`src/lat_pkg.sv`:
```
// ---------------------------------------------------------------------------
// Launch acceleration timer package
// Field widths, reset values of the limit registers, command codes and
// register indexes that the timer uses.
// ---------------------------------------------------------------------------
package lat_pkg;

   localparam int SPEED_W = 12;
   localparam int TIME_W  = 32;
   localparam int CMD_W   = 2;
   localparam int CSR_ADDR_W = 2;

   // Packed widths of the stream payloads, rounded up to whole bytes.
   localparam int REQ_BITS = CMD_W + SPEED_W + 1 + TIME_W;
   localparam int RSP_BITS = 3 + TIME_W + TIME_W + 1;
   localparam int REQ_DATA_W = ((REQ_BITS + 7) / 8) * 8;
   localparam int RSP_DATA_W = ((RSP_BITS + 7) / 8) * 8;

   // Command codes.
   localparam logic [CMD_W-1:0] CMD_SAMPLE = 2'd0;
   localparam logic [CMD_W-1:0] CMD_RESET  = 2'd1;
   localparam logic [CMD_W-1:0] CMD_ARM    = 2'd2;

   // Limit register indexes.
   localparam logic [CSR_ADDR_W-1:0] REG_REST_LIMIT   = 2'd0;
   localparam logic [CSR_ADDR_W-1:0] REG_LAUNCH_LIMIT = 2'd1;
   localparam logic [CSR_ADDR_W-1:0] REG_TARGET_SPEED = 2'd2;
   localparam logic [CSR_ADDR_W-1:0] REG_RESET_REST   = 2'd3;

   // Reset values of the limit registers, in 0.1 km/h.
   localparam logic [SPEED_W-1:0] REST_LIMIT_RST   = 12'd2;
   localparam logic [SPEED_W-1:0] LAUNCH_LIMIT_RST = 12'd8;
   localparam logic [SPEED_W-1:0] TARGET_SPEED_RST = 12'd1000;
   localparam logic [SPEED_W-1:0] RESET_REST_RST   = 12'd5;

   // One input item as held in the input register.
   typedef struct packed {
      logic [TIME_W-1:0]  now_ms;
      logic               throttle_on;
      logic [SPEED_W-1:0] speed;
      logic [CMD_W-1:0]   cmd;
   } req_item_type;

   // One result item as held in the result register.
   typedef struct packed {
      logic               updated;
      logic [TIME_W-1:0]  best_time_ms;
      logic [TIME_W-1:0]  run_time_ms;
      logic               finished;
      logic               running;
      logic               armed;
   } rsp_item_type;

endpackage

```
`src/launch_acceleration_timer.sv`:
```
// ---------------------------------------------------------------------------
// Launch acceleration timer
// Times a standing start from rest to a target speed and keeps the best run.
// ---------------------------------------------------------------------------
// Each item on the req_ stream carries a command (sample, reset or arm), the
// vehicle speed in 0.1 km/h, the throttle flag and a free-running millisecond
// stamp. Every item yields exactly one result item on the rsp_ stream with the
// armed, running and finished flags, the current or last run time, the best
// time (zero means none yet) and an updated flag.
// An accepted item lands in the input register; when it moves on, the timer
// state and the result register are updated from it and rsp_tvalid rises, and
// the result can be taken once the receiver raises rsp_tready. One item is
// taken every cycle as long as the result register is free or is being drained
// in the same cycle.
// When the receiver holds rsp_tready low, the result waits in the result
// register, the next item waits in the input register, and req_tready drops
// only once both are full.
// The csr_ port writes the four speed limits; it is meant to be used only
// while no item is in flight. Synchronous reset empties both registers,
// clears the run state and the best time and restores the default limits.
// ---------------------------------------------------------------------------
module launch_acceleration_timer (
   input  logic                                clock,
   input  logic                                reset,
   // req_tdata: cmd[1:0], speed[13:2], throttle_on[14], now_ms[46:15], zero pad
   input  logic                                req_tvalid,
   output logic                                req_tready,
   input  logic [lat_pkg::REQ_DATA_W-1:0]      req_tdata,
   // rsp_tdata: armed[0], running[1], finished[2], run_time_ms[34:3],
   // best_time_ms[66:35], updated[67], zero pad
   output logic                                rsp_tvalid,
   input  logic                                rsp_tready,
   output logic [lat_pkg::RSP_DATA_W-1:0]      rsp_tdata,
   input  logic                                csr_we,
   input  logic [lat_pkg::CSR_ADDR_W-1:0]      csr_addr,
   input  logic [lat_pkg::SPEED_W-1:0]         csr_wdata
);

   // Speed limit registers.
   logic [lat_pkg::SPEED_W-1:0] rest_limit_ff;
   logic [lat_pkg::SPEED_W-1:0] launch_limit_ff;
   logic [lat_pkg::SPEED_W-1:0] target_speed_ff;
   logic [lat_pkg::SPEED_W-1:0] reset_rest_ff;

   // Input register.
   logic                  req_valid_ff;
   lat_pkg::req_item_type req_item_ff;
   logic                  req_advance;

   // Result register.
   logic                  rsp_valid_ff;
   lat_pkg::rsp_item_type rsp_item_ff;
   lat_pkg::rsp_item_type rsp_item_in;

   // Timer state.
   logic                       armed_ff, armed_in;
   logic                       running_ff, running_in;
   logic                       finished_ff, finished_in;
   logic [lat_pkg::TIME_W-1:0] start_ff, start_in;
   logic [lat_pkg::TIME_W-1:0] run_time_ff, run_time_in;
   logic [lat_pkg::TIME_W-1:0] best_ff, best_in;
   logic                       updated_in;

   logic                       idle;
   logic                       armed_now;
   logic [lat_pkg::TIME_W-1:0] elapsed;

   // The input register moves on whenever the result register is empty or is
   // being drained this cycle, so the input side only stalls when both hold.
   assign req_advance = req_valid_ff && (!rsp_valid_ff || rsp_tready);
   assign req_tready  = !req_valid_ff || req_advance;

   always_ff @(posedge clock) begin
      if (reset) begin
         rest_limit_ff   <= lat_pkg::REST_LIMIT_RST;
         launch_limit_ff <= lat_pkg::LAUNCH_LIMIT_RST;
         target_speed_ff <= lat_pkg::TARGET_SPEED_RST;
         reset_rest_ff   <= lat_pkg::RESET_REST_RST;
      end else if (csr_we) begin
         case (csr_addr)
            lat_pkg::REG_REST_LIMIT:   rest_limit_ff   <= csr_wdata;
            lat_pkg::REG_LAUNCH_LIMIT: launch_limit_ff <= csr_wdata;
            lat_pkg::REG_TARGET_SPEED: target_speed_ff <= csr_wdata;
            lat_pkg::REG_RESET_REST:   reset_rest_ff   <= csr_wdata;
            default: ;
         endcase
      end
   end

   always_ff @(posedge clock) begin
      if (reset) begin
         req_valid_ff <= 1'b0;
      end else if (req_tready) begin
         req_valid_ff <= req_tvalid;
      end
   end

   always_ff @(posedge clock) begin
      if (req_tready && req_tvalid) begin
         req_item_ff <= lat_pkg::req_item_type'(req_tdata[lat_pkg::REQ_BITS-1:0]);
      end
   end

   // Timer state is idle when no run is in progress and none is finished.
   assign idle      = !running_ff && !finished_ff;
   assign armed_now = armed_ff ||
                      (idle && (req_item_ff.speed < rest_limit_ff));
   assign elapsed   = req_item_ff.now_ms - start_ff;

   always_comb begin
      armed_in    = armed_ff;
      running_in  = running_ff;
      finished_in = finished_ff;
      start_in    = start_ff;
      run_time_in = run_time_ff;
      best_in     = best_ff;
      updated_in  = 1'b0;
      case (req_item_ff.cmd)
         lat_pkg::CMD_SAMPLE: begin
            armed_in = armed_now;
            if (armed_now && idle) begin
               // Launch: the car moves past the launch limit with throttle.
               if ((req_item_ff.speed > launch_limit_ff) && req_item_ff.throttle_on) begin
                  armed_in   = 1'b0;
                  running_in = 1'b1;
                  start_in   = req_item_ff.now_ms;
                  updated_in = 1'b1;
               end
            end else if (running_ff && !finished_ff) begin
               run_time_in = elapsed;
               updated_in  = 1'b1;
               if (req_item_ff.speed >= target_speed_ff) begin
                  running_in  = 1'b0;
                  finished_in = 1'b1;
                  // A best time of zero reads as no best yet.
                  if ((best_ff == '0) || (elapsed < best_ff)) begin
                     best_in = elapsed;
                  end
               end
            end
         end
         lat_pkg::CMD_RESET: begin
            running_in  = 1'b0;
            finished_in = 1'b0;
            run_time_in = '0;
            armed_in    = req_item_ff.speed < reset_rest_ff;
            updated_in  = 1'b1;
         end
         lat_pkg::CMD_ARM: begin
            running_in  = 1'b0;
            finished_in = 1'b0;
            run_time_in = '0;
            armed_in    = 1'b1;
            updated_in  = 1'b1;
         end
         default: ;
      endcase
   end

   always_comb begin
      rsp_item_in.armed        = armed_in;
      rsp_item_in.running      = running_in;
      rsp_item_in.finished     = finished_in;
      rsp_item_in.run_time_ms  = run_time_in;
      rsp_item_in.best_time_ms = best_in;
      rsp_item_in.updated      = updated_in;
   end

   always_ff @(posedge clock) begin
      if (reset) begin
         armed_ff    <= 1'b0;
         running_ff  <= 1'b0;
         finished_ff <= 1'b0;
         start_ff    <= '0;
         run_time_ff <= '0;
         best_ff     <= '0;
      end else if (req_advance) begin
         armed_ff    <= armed_in;
         running_ff  <= running_in;
         finished_ff <= finished_in;
         start_ff    <= start_in;
         run_time_ff <= run_time_in;
         best_ff     <= best_in;
      end
   end

   always_ff @(posedge clock) begin
      if (reset) begin
         rsp_valid_ff <= 1'b0;
      end else if (req_advance) begin
         rsp_valid_ff <= 1'b1;
      end else if (rsp_tready) begin
         rsp_valid_ff <= 1'b0;
      end
   end

   always_ff @(posedge clock) begin
      if (req_advance) begin
         rsp_item_ff <= rsp_item_in;
      end
   end

   assign rsp_tvalid = rsp_valid_ff;
   assign rsp_tdata  = {{(lat_pkg::RSP_DATA_W - lat_pkg::RSP_BITS){1'b0}}, rsp_item_ff};

`ifndef SYNTHESIS
   // A run is either in progress or finished, never both.
   assert property (@(posedge clock) disable iff (reset)
      !(running_ff && finished_ff))
      else $error("timer is running and finished at once");

   // Arming only happens with no run in progress or finished.
   assert property (@(posedge clock) disable iff (reset)
      !(armed_ff && (running_ff || finished_ff)))
      else $error("timer armed during or after a run");

   // The best time only moves when a run finishes.
   assert property (@(posedge clock) disable iff (reset)
      (!$past(reset) && !$stable(best_ff)) |-> finished_ff)
      else $error("best time changed without a finished run");

   // A held input item is never dropped while the result side stalls.
   assert property (@(posedge clock) disable iff (reset)
      (req_valid_ff && !req_advance) |=> req_valid_ff)
      else $error("stalled item lost from the input register");
`endif

endmodule
```
`config.mk`:
```
export PLATFORM = sky130hd
export DESIGN_NAME = launch_acceleration_timer
export DESIGN_NICKNAME = d
export VERILOG_FILES = /design/src/lat_pkg.sv /design/src/launch_acceleration_timer.sv
export SDC_FILE = /design/constraint.sdc
export NUM_CORES = 1
export LEC_CHECK = 0
export BUFFER_PORTS_ARGS = -buffer_cell sky130_fd_sc_hd__buf_4
export CAP_MARGIN = 20
export CORE_MARGIN = 2
export CORE_UTILIZATION = 55
export DETAILED_ROUTE_END_ITERATION = 10
export GPL_TIMING_DRIVEN = 1
export PLACE_DENSITY = 0.75
export SYNTH_ARGS = -nofsm -noshare
export SYNTH_HDL_FRONTEND = slang
export SYNTH_SLANG_ARGS = --single-unit
```
`constraint.sdc`:
```
create_clock -name clock -period 6.12 [get_ports clock]
set_clock_uncertainty 0.2 [all_clocks]
set_input_delay 1.224 -clock clock [delete_from_list [all_inputs] [get_ports clock]]
set_output_delay 1.224 -clock clock [all_outputs]
set_load 0.05 [all_outputs]
```
; Yosys cells after proc, flatten, opt, wreduce, memory -nomap -nowiden
; Cells that the tools add are included.
[classes]
n_addsub = 1
order_cmp = 5
n_eq_ne = 5
muxes = 26
n_reduce_logical = 25
[ops]
columns = operator, n
row1 = 32-bit two-way mux, 7
row2 = 32-bit one-hot mux with 2 select lines, 1
row3 = 32-bit zero test, 1
row4 = 32-bit < comparator, 1
row5 = 32-bit subtractor, 1
row6 = 12-bit < comparator, 2
row7 = 1-bit two-way mux, 14
row8 = 12-bit greater-or-equal comparator, 1
row9 = 12-bit > comparator, 1
row10 = 2-bit AND reduction, 4
row11 = 1-bit logical AND, 7
row12 = "2-bit == test, second input constant", 3
row13 = 1-bit one-hot mux with 2 select lines, 3
row14 = "2-bit by 1-bit == test with 1-bit output, second input constant", 2
row15 = 1-bit zero test, 4
row16 = 2-bit zero test, 2
row17 = 1-bit logical OR, 4
row18 = 4-bit AND reduction, 1
row19 = 1-bit one-hot mux with 3 select lines, 1
row20 = 2-bit nonzero test, 1
row21 = 2-bit OR reduction, 1
[totals]
register_bits = 264
input_bits = 67

; Logic depth before layout (Yosys ltp)
; Gate-level depths: netlist of the first run.
[logic_depth]
ltp_word = 8
depth_mapped = 21
ltp_nobuf = 20

; Worst setup path after synthesis of the first run
; No wires, ideal clock.
[synth_timing]
path_kind = register to register
startpoint = register req_item_ff[20] in the netlist's numbering
endpoint = register rsp_item_ff (netlist bit rsp_tdata[37]) (data pin)
arrival_ns = 4.546
t_required_ns = 5.660
path_slack_ns = 1.114
stages_incl_launch_ff = 18
path_buffers = 1
synth_period_minus_slack_ns = 5.006
path_cell_list = edfxtp_1 ha_1 and2_4 or4_1 o221a_4 a221oi_2 a21o_2 a211oi_1 a311o_1 ha_1 a21o_1 a21o_1 a221oi_2 nand3_1 o211a_1 nor3_4 buf_2 mux2_2
[synth_via]
elab_chain_len = 8
[synth_lines]
columns = element, line_no
row1 = "start, declared", launch_acceleration_timer.sv:47  ; lat_pkg::req_item_type req_item_ff;
row2 = "start signal, assigned", launch_acceleration_timer.sv:100  ; req_item_ff <= lat_pkg::req_item_type'(req_tdata[lat_pkg::REQ_BITS-1:0]);
row3 = 32-bit subtractor, launch_acceleration_timer.sv:108  ; assign elapsed = req_item_ff.now_ms - start_ff;
row4 = 32-bit < comparator, launch_acceleration_timer.sv:136  ; if ((best_ff == '0) || (elapsed < best_ff)) begin
row5 = 1-bit logical OR, launch_acceleration_timer.sv:136
row6 = 32-bit two-way mux, launch_acceleration_timer.sv:136
row7 = 32-bit two-way mux, launch_acceleration_timer.sv:132  ; if (req_item_ff.speed >= target_speed_ff) begin
row8 = 32-bit two-way mux, launch_acceleration_timer.sv:129  ; end else if (running_ff && !finished_ff) begin
row9 = 32-bit two-way mux, launch_acceleration_timer.sv:121  ; if (armed_now && idle) begin
row10 = 32-bit two-way mux, launch_acceleration_timer.sv:118  ; case (req_item_ff.cmd)
row11 = "named net best_in, one bit", launch_acceleration_timer.sv:61  ; logic [lat_pkg::TIME_W-1:0] best_ff, best_in;
row12 = "end signal, assigned", launch_acceleration_timer.sv:199  ; rsp_item_ff <= rsp_item_in;
row13 = "end, declared", launch_acceleration_timer.sv:52  ; lat_pkg::rsp_item_type rsp_item_ff;
; The timed path passes the listed nets, and every way through them passes these cells.
; A chain may end at the register's enable or synchronous reset.

; Final worst setup path of the first run
[layout_timing]
startpoint = register req_item_ff[20] in the netlist's numbering
endpoint = register rsp_item_ff (netlist bit rsp_tdata[65]) (data pin)
[layout_via]
elab_chain_len = 8
[layout_lines]
columns = element, line_no
row1 = 32-bit subtractor *, launch_acceleration_timer.sv:108
row2 = 32-bit < comparator, launch_acceleration_timer.sv:136
row3 = 1-bit logical OR, launch_acceleration_timer.sv:136
row4 = 32-bit two-way mux *, launch_acceleration_timer.sv:136
row5 = 32-bit two-way mux *, launch_acceleration_timer.sv:132
row6 = 32-bit two-way mux *, launch_acceleration_timer.sv:129
row7 = 32-bit two-way mux *, launch_acceleration_timer.sv:121
row8 = 32-bit two-way mux *, launch_acceleration_timer.sv:118
row9 = "named net best_in, one bit", launch_acceleration_timer.sv:61
; Mark *: on every way through the listed nets, which the timed path passes. The rest lies on a longest branch.

==> impl_metrics.sql, run 1 <==
INSERT INTO impl_metrics (metric_group, metric, value, unit) VALUES
('placement', 'count_of_input_and_output_buffers', '135', ''),
('routing', 'drt_drc_violations_left', '0', ''),
('routing', 'count_of_antenna_violating_nets_left_after_detailed_routing', '0', ''),
('worst_hold_path', 'start_point_of_the_worst_hold_path', 'launch_limit_ff[4]$_SDFFE_PP0P_', ''),
('clock_tree', 'cts_buffer_depth', '3', ''),
('cells_and_area', 'nets', '1737', ''),
('worst_hold_path', 'endpoint_worst_hold', 'launch_limit_ff[4]$_SDFFE_PP0P_', ''),
('clock_tree', 'clock_latency_late_sink', '530', 'ps'),
('floorplan', 'initial_core_utilization', '0.561', ''),
('placement', 'numPlacedInstances', '1851', ''),
('synth', 'post_synth_num_cell_types', '77', ''),
('routing', 'drt-initial-drc-count', '827', ''),
('run', 'drv.max_cap_violation_count', '0', ''),
('clock_tree', 'post_cts_clock_slew_at_the_launch_and_capture_registers_of_the_worst_setup_and_hold_paths', '60', 'ps'),
('clock_tree', 'cts_tree', 'done', ''),
('critical_path', 'worst_ep_arrival_time', '5700', 'ps'),
('synth', 'post_synth_inst_count', '1446', ''),
('routing', 'vias', '10987', ''),
('grt', 'grt_pass1_wl', '52000', 'um'),
('power', 'power_density', '263', 'mW/mm^2'),
('clock_tree', 'tritoncts_num_sinks', '264', ''),
('synth', 'seq_area_frac_synth', '0.470', ''),
('timing', 'grt_setup_unrepaired', 'no', ''),
('grt', 'grt_pass1_vias', '10263', ''),
('routing', 'wire_per_inst', '17.0', 'um'),
('cells_and_area', 'layout.cells.non_filler', '1900', ''),
('timing', 'final.hold.worst_slack', '255', 'ps'),
('synth', 'syn_avg_cell_area', '9.47', 'sq um'),
('synth', 'number_of_enable_type_register_cells_in_the_synthesized_netlist', '115', ''),
('clock_tree', 'post_cts_resize_count', '0', ''),
('synth', 'post_syn_area', '0.0137', 'sq mm'),
('floorplan', 'die_height', '162', 'um'),
('clock_tree', 'ctsHoldBuffers', '0', ''),
('placement', 'postPlaceCellArea', '0.0150', 'sq mm'),
('power', 'p_leak', '6.15', 'nW'),
('clock_tree', 'cts_htree_levels', '1', ''),
('timing', 'max_freq', '179', 'MHz'),
('placement', 'dp_hpwl', '22400', 'um'),
('run_status', 'run_status', 'finished clean', ''),
('floorplan', 'die-area', '0.0262', 'sq mm'),
('grt', 'global_route.usage.total', '0.244', ''),
('timing', 'setup_viol_count_final', '0', ''),
('timing', 'layout_worst_path_cycle_share', '0.911', ''),
('floorplan', 'design.core.area', '0.0244', 'sq mm'),
('routing', 'routed_wirelength', '32200', 'um'),
('synth', 'synthesis.yosys.warnings', '0', ''),
('timing', 'slew_headroom', '0.287', ''),
('routing', 'viasPerCell', '5.78', ''),
('critical_path', 'worst-setup-path-type', 'reg2reg', ''),
('clock_tree', 'number_of_buffers_inserted_by_post_cts_setup_repair', '0', ''),
('grt', 'gr-total-overflow', '0', ''),
('grt', 'antenna_found_initial', '0', ''),
('clock_tree', 'cts_root_buffer', 'sky130_fd_sc_hd__clkbuf_16', ''),
('routing', 'first_pass_iters', '5', ''),
('critical_path', 'critical_path.reg2reg.startpoint', 'req_item_ff[20]$_DFFE_PP_', ''),
('synth', 'synthFlopType', 'sky130_fd_sc_hd__dfxtp_1', ''),
('timing', 'worst_slack', '547', 'ps'),
('placement', 'pre_cts_ws', '653', 'ps'),
('critical_path', 'worst-r2r-cell-count', '18', ''),
('timing', 'layout_min_cycle_time', '5570', 'ps'),
('worst_hold_path', 'hold_class', 'reg2reg', ''),
('floorplan', 'chipWidth', '162', 'um'),
('critical_path', 'timing.rr.end', 'rsp_tdata[65]$_DFFE_PP_', ''),
('timing', 'hold_viol_final', '0', ''),
('power', 'p_total', '4.20', 'mW'),
('worst_hold_path', 'min_delay_path_depth', '2', ''),
('cells_and_area', 'final_design_area_no_fill', '0.0160', 'sq mm'),
('synth', 'ys_seq_elements', '264', ''),
('timing', 'timing.final.max_slew_violations', '0', ''),
('critical_path', 'cp_required', '6240', 'ps'),
('floorplan', 'rows', '57', '');
==> cell families (layout without fill, tap and decap cells) <==
family / after synthesis / count (layout) / share of synthesized area
AO/OA/AOI/OAI: 406 / 406 / 0.194
other: 1 / 4 / 0.000274
multiplexers: 31 / 31 / 0.0240
flip-flops: 264 / 264 / 0.470
buffers and inverters: 200 / 327 / 0.0562
AND/OR/NAND/NOR: 414 / 414 / 0.141
XOR/XNOR: 17 / 17 / 0.0109
adder cells (fa/ha/maj): 113 / 113 / 0.104
==> power breakdown <==
part           switching (mW)  total (mW)  leakage (nW)  internal [mW]
combinational           0.361       0.555          3.37          0.194
sequential             0.0291        1.92          2.33           1.89
clock                   0.667        1.72         0.453           1.05
total                    1.06        4.20          6.15           3.14
==> state kept, by name, summed over array words and instances (netlist names) <==
register	cells
target_speed_ff	12
finished_ff	1
rsp_tdata	68
start_ff	32
req_item_ff	47
rest_limit_ff	12
best_ff	32
reset_rest_ff	12
rsp_tvalid	1
launch_limit_ff	12
req_valid_ff	1
running_ff	1
run_time_ff	32
armed_ff	1
==> layout make-up <==
| class | instances | area (sq um) |
|---|---|---|
| clock buffers | 34 | 732 |
| flip-flops and latches | 264 | 6440 |
| inverters | 125 | 472 |
| fillers | 1961 | 8420 |
| clock inverters | 14 | 201 |
| multi-input cells | 985 | 6520 |
| repair buffers | 154 | 1200 |
| well taps | 324 | 405 |
==> critical path, stage by stage, from the launching register on <==
cell	delay, ps
sky130_fd_sc_hd__edfxtp_1	390
sky130_fd_sc_hd__ha_1	390
sky130_fd_sc_hd__o21a_1	160
sky130_fd_sc_hd__o2111ai_1	130
sky130_fd_sc_hd__a21oi_1	280
sky130_fd_sc_hd__o21ai_0	200
sky130_fd_sc_hd__a21boi_0	580
sky130_fd_sc_hd__o2111ai_1	340
sky130_fd_sc_hd__a21oi_1	410
sky130_fd_sc_hd__nor2_1	100
sky130_fd_sc_hd__ha_1	320
sky130_fd_sc_hd__nand4_1	110
sky130_fd_sc_hd__inv_1	60
sky130_fd_sc_hd__a221oi_2	310
sky130_fd_sc_hd__nand3_1	110
sky130_fd_sc_hd__o211a_1	320
sky130_fd_sc_hd__or3_1	530
sky130_fd_sc_hd__a211o_1	320
sky130_fd_sc_hd__o221ai_1	110
==> worst max-delay path by stage <==
stage / slack, ps / startpoint / end
finish: 550 / req_item_ff[20]$_DFFE_PP_ / rsp_tdata[65]$_DFFE_PP_
global route: 80 / req_item_ff[20]$_DFFE_PP_ / best_ff[21]$_SDFFE_PP0P_
CTS: 610 / req_item_ff[19]$_DFFE_PP_ / rsp_tdata[65]$_DFFE_PP_
detailed placement: 650 / req_item_ff[19]$_DFFE_PP_ / best_ff[21]$_SDFFE_PP0P_
global placement: 680 / req_item_ff[19]$_DFFE_PP_ / best_ff[21]$_SDFFE_PP0P_
floorplan: 1110 / req_item_ff[20]$_DFFE_PP_ / rsp_tdata[37]$_DFFE_PP_
==> synth_stat cells (12+ instances only) <==
cell type	count	area, sq um
sky130_fd_sc_hd__edfxtp_1	115	3450
sky130_fd_sc_hd__clkbuf_1	64	240
sky130_fd_sc_hd__nor2_1	78	293
sky130_fd_sc_hd__nor3_1	13	65.1
sky130_fd_sc_hd__mux2i_1	19	190
sky130_fd_sc_hd__a22o_1	37	324
sky130_fd_sc_hd__nand3_1	53	265
sky130_fd_sc_hd__nand4_1	12	75.1
sky130_fd_sc_hd__a21oi_1	140	701
sky130_fd_sc_hd__dfxtp_1	149	2980
sky130_fd_sc_hd__nand2_1	171	642
sky130_fd_sc_hd__and2_1	13	81.3
sky130_fd_sc_hd__inv_1	125	469
sky130_fd_sc_hd__nor4_1	13	81.3
sky130_fd_sc_hd__o211ai_1	18	135
sky130_fd_sc_hd__ha_1	112	1400
sky130_fd_sc_hd__a21o_1	33	248
sky130_fd_sc_hd__and3_1	14	87.6
sky130_fd_sc_hd__o21ai_0	77	385
==> metal layers <==
| metal | global-route usage | part of all wire |
|---|---|---|
| met5 | 0 | 0 |
| met4 | 0.0676 | 0.022 |
| met2 | 0.403 | 0.46 |
| met3 | 0.0296 | 0.061 |
| met1 | 0.340 | 0.45 |
==> cells in the final DEF, fill, tap and decap left out, drive strengths merged, types with 15 or more instances in the layout <==
cell type,Yosys,final
edfxtp,115,115
a21oi,140,140
a22o,37,37
nand2,171,171
nor2,78,78
mux2i,19,19
ha,112,112
clkbuf,64,34
nand3,53,53
o211ai,18,18
dfxtp,149,149
a21o,34,34
inv,125,125
o21ai,78,78
buf,11,154
nor3,15,15
(Power assumes the default switching activity.)
==> run 2, diff against run 1 <==
Settings changed: ABC_AREA set to 1, SKIP_CTS_REPAIR_TIMING set to 1.
==> run 2 against run 1 <==
Maximum frequency grew 31%; synthesized cell count grew 31%; sequential power grew 3%; core utilization shrank 0.81 points; cell area grew 5.5%; first-iteration DRC count grew 9.3%; largest cell class unchanged.
==> impl_metrics.sql, run 2 <==
INSERT INTO impl_metrics (metric_group, metric, value, unit) VALUES
('floorplan', 'design.core.area', '0.0261', 'sq mm'),
('cells_and_area', 'largest_register_ff_count', '68', ''),
('worst_hold_path', 'hold_class', 'reg2reg', ''),
('clock_tree', 'cts_buffer_depth', '3', ''),
('power', 'p_total', '4.45', 'mW'),
('critical_path', 'cp_required', '6230', 'ps'),
('clock_tree', 'cts_tree', 'done', ''),
('synth', 'synth_top_cell_by_area', 'sky130_fd_sc_hd__edfxtp_1', ''),
('cells_and_area', 'area_growth_syn_to_layout', '15.2', '%'),
('grt', 'gr-total-overflow', '0', ''),
('timing', 'setup_viol_count_final', '0', ''),
('routing', 'viasPerCell', '5.34', ''),
('critical_path', 'crit_path_start_kind', 'flop', ''),
('cells_and_area', 'mostFrequentLayoutCell', 'sky130_fd_sc_hd__nand2_1', ''),
('routing', 'wire_per_inst', '15.0', 'um'),
('synth', 'seq_area_frac_synth', '0.440', ''),
('grt', 'global_route.usage.total', '0.251', ''),
('timing', 'hold_viol_final', '0', ''),
('clock_tree', 'number_of_cts_inserted_buffers', '28', ''),
('placement', 'count_of_input_and_output_buffers', '135', ''),
('cells_and_area', 'final_design_area_no_fill', '0.0168', 'sq mm'),
('synth', 'syn_avg_cell_area', '7.72', 'sq um'),
('floorplan', 'io_pins', '141', ''),
('clock_tree', 'cts_htree_levels', '1', ''),
('placement', 'dp_hpwl', '25700', 'um'),
('synth', 'number_of_enable_type_register_cells_in_the_synthesized_netlist', '115', ''),
('synth', 'async_reset_ff_frac', '0', ''),
('cells_and_area', 'multi_input_area', '0.00659', 'sq mm'),
('routing', 'count_of_antenna_violating_nets_left_after_detailed_routing', '0', ''),
('clock_tree', 'cts_root_buffer', 'sky130_fd_sc_hd__clkbuf_16', ''),
('grt', 'grt_pass1_vias', '11804', ''),
('routing', 'drt-initial-drc-count', '904', ''),
('timing', 'slew_headroom', '0.254', ''),
('placement', 'gp_congestion', '0.910', ''),
('critical_path', 'worstSetupEndpointType', 'flop', ''),
('run', 'drv.max_cap_violation_count', '0', ''),
('routing', 'routed_wirelength', '35500', 'um'),
('power', 'ir_worst_vdd', '0.269', 'mV'),
('synth', 'commonest_cells_in_the_netlist', '457 x sky130_fd_sc_hd__nand2_1, 344 x sky130_fd_sc_hd__inv_1, 207 x sky130_fd_sc_hd__a21oi_1', ''),
('placement', 'postPlaceCellArea', '0.0159', 'sq mm'),
('cells_and_area', 'sequential_cell_area', '0.00644', 'sq mm'),
('clock_tree', 'clock_latency_late_sink', '550', 'ps'),
('cells_and_area', 'fill_cells', '2267', ''),
('synth', 'ys_seq_elements', '264', ''),
('timing', 'layout_worst_path_cycle_share', '0.696', ''),
('timing', 'worst-slew-pin-transition', '1120', 'ps'),
('floorplan', 'initial_core_utilization', '0.561', ''),
('run_status', 'run_status', 'finished clean', ''),
('grt', 'grt_pass1_wl', '58000', 'um'),
('timing', 'max_freq', '235', 'MHz'),
('grt', 'antenna_found_initial', '0', ''),
('synth', 'yosys-top-cells-area', 'sky130_fd_sc_hd__edfxtp_1 24%, sky130_fd_sc_hd__dfxtp_1 20%, sky130_fd_sc_hd__nand2_1 12%', ''),
('clock_tree', 'tritoncts_num_sinks', '264', ''),
('routing', 'first_pass_iters', '5', ''),
('timing', 'grt_setup_unrepaired', 'no', ''),
('synth', 'post_syn_area', '0.0146', 'sq mm'),
('cells_and_area', 'insertedDiodeCount', '0', ''),
('floorplan', 'die_height', '167', 'um'),
('cells_and_area', 'drive_above_1_share', '0.122', ''),
('grt', 'largest_net_degree_at_the_start_of_global_routing', '99', ''),
('routing', 'drt_drc_violations_left', '0', ''),
('synth', 'post-synth-top-area-fraction', '0.236', ''),
('synth', 'synthesis.yosys.warnings', '0', ''),
('synth', 'post_synth_inst_count', '1893', ''),
('synth', 'synth_most_common_cell', 'sky130_fd_sc_hd__nand2_1', ''),
('floorplan', 'rows', '59', ''),
('critical_path', 'worst-setup-path-type', 'reg2reg', ''),
('synth', 'post_synth_num_cell_types', '39', ''),
('critical_path', 'worst_ep_arrival_time', '4370', 'ps'),
('timing', 'fin_tns_setup', '0', 'ps'),
('critical_path', 'cp_max_fo', '32', ''),
('timing', 'layout_min_cycle_time', '4260', 'ps'),
('cells_and_area', 'mostFrequentLayoutCells', '456 x sky130_fd_sc_hd__nand2_1, 342 x sky130_fd_sc_hd__inv_1, 207 x sky130_fd_sc_hd__a21oi_1', ''),
('power', 'p_leak', '8.04', 'nW'),
('floorplan', 'die-area', '0.0279', 'sq mm'),
('clock_tree', 'post_cts_clock_slew_at_the_launch_and_capture_registers_of_the_worst_setup_and_hold_paths', '60', 'ps'),
('floorplan', 'chipWidth', '167', 'um'),
('routing', 'vias', '12621', ''),
('timing', 'final.hold.worst_slack', '256', 'ps'),
('timing', 'timing.final.max_slew_violations', '0', ''),
('power', 'power_density', '264', 'mW/mm^2'),
('cells_and_area', 'nets', '2186', ''),
('synth', 'synthFlopType', 'sky130_fd_sc_hd__dfxtp_1', '');
[run 2: cell families after synthesis]
logic type	count (synthesis)	share of synthesized area
flops	264	0.440
compound gates	335	0.121
xor+xnor	16	0.0122
buf+inv	416	0.110
simple gates	748	0.219
other cells	1	0.000256
fa+ha+maj	113	0.0972
[run 2: layer usage]
| layer | share of wire | GRT usage | vias to the layer above |
|---|---|---|---|
| met5 | 0 | 0 | - |
| met4 | 0.030 | 0.0915 | 0 |
| met3 | 0.065 | 0.0371 | 70 |
| met2 | 0.46 | 0.404 | 385 |
| met1 | 0.45 | 0.347 | 5825 |
| li1 | - | - | 6341 |
[run 2: path summary, 6_finish.rpt]
kind                                    startpoint                          endpoint  slack [ps]  cells past startpoint
hold / removal    launch_limit_ff[11]$_SDFFE_PP0P_  launch_limit_ff[11]$_SDFFE_PP0P_         260                      2
hold reg to reg   launch_limit_ff[11]$_SDFFE_PP0P_  launch_limit_ff[11]$_SDFFE_PP0P_         260                      2
setup reg to reg         req_item_ff[15]$_DFFE_PP_           rsp_tdata[62]$_DFFE_PP_        1860                     23
setup / recovery         req_item_ff[15]$_DFFE_PP_           rsp_tdata[62]$_DFFE_PP_        1860                     23
[run 2: per-stage QoR]
| step | instances | util | setup slack [ps] |
|---|---|---|---|
| finish | 2363 | 0.646 | 1860 |
| global route | 2363 | 0.646 | 1440 |
| CTS | 2362 | 0.646 | 1900 |
| detailed placement | 2310 | 0.610 | 1920 |
| global placement | 2307 | 0.607 | 1940 |
| floorplan | 1896 | - | 2670 |
[run 2: layout make-up]
cell class	instances	share of cell area
flip-flops and latches	264	0.382
inverters	351	0.0784
repair buffers	145	0.0689
clock buffers	31	0.0429
well taps	335	0.0249
multi-input cells	1216	0.391
clock inverters	21	0.0120
[run 2: power breakdown]
part | switching (mW) | internal [mW]
clock | 0.706 | 0.978
sequential | 0.0425 | 1.94
combinational | 0.527 | 0.252
[run 2: worst max-delay path: stages, from the launching register on]
cell                       delay [ps]
sky130_fd_sc_hd__edfxtp_1         340
sky130_fd_sc_hd__inv_1             50
sky130_fd_sc_hd__ha_1             220
sky130_fd_sc_hd__fa_1             410
sky130_fd_sc_hd__inv_1            110
sky130_fd_sc_hd__nand3_1           90
sky130_fd_sc_hd__nand2_2          120
sky130_fd_sc_hd__nand2_1           80
sky130_fd_sc_hd__nand2_2          100
sky130_fd_sc_hd__nand2_1           70
sky130_fd_sc_hd__nand2_2           90
sky130_fd_sc_hd__xor2_1           390
sky130_fd_sc_hd__ha_1             190
sky130_fd_sc_hd__nand2_1           60
sky130_fd_sc_hd__nor4_1           310
sky130_fd_sc_hd__nand2_1           80
sky130_fd_sc_hd__nand2_1          100
sky130_fd_sc_hd__nand2_1           60
sky130_fd_sc_hd__nand2_1           70
sky130_fd_sc_hd__nand2_2           60
sky130_fd_sc_hd__nand2_2          510
sky130_fd_sc_hd__nand2_1          100
sky130_fd_sc_hd__nand2_1          140
sky130_fd_sc_hd__inv_1             50
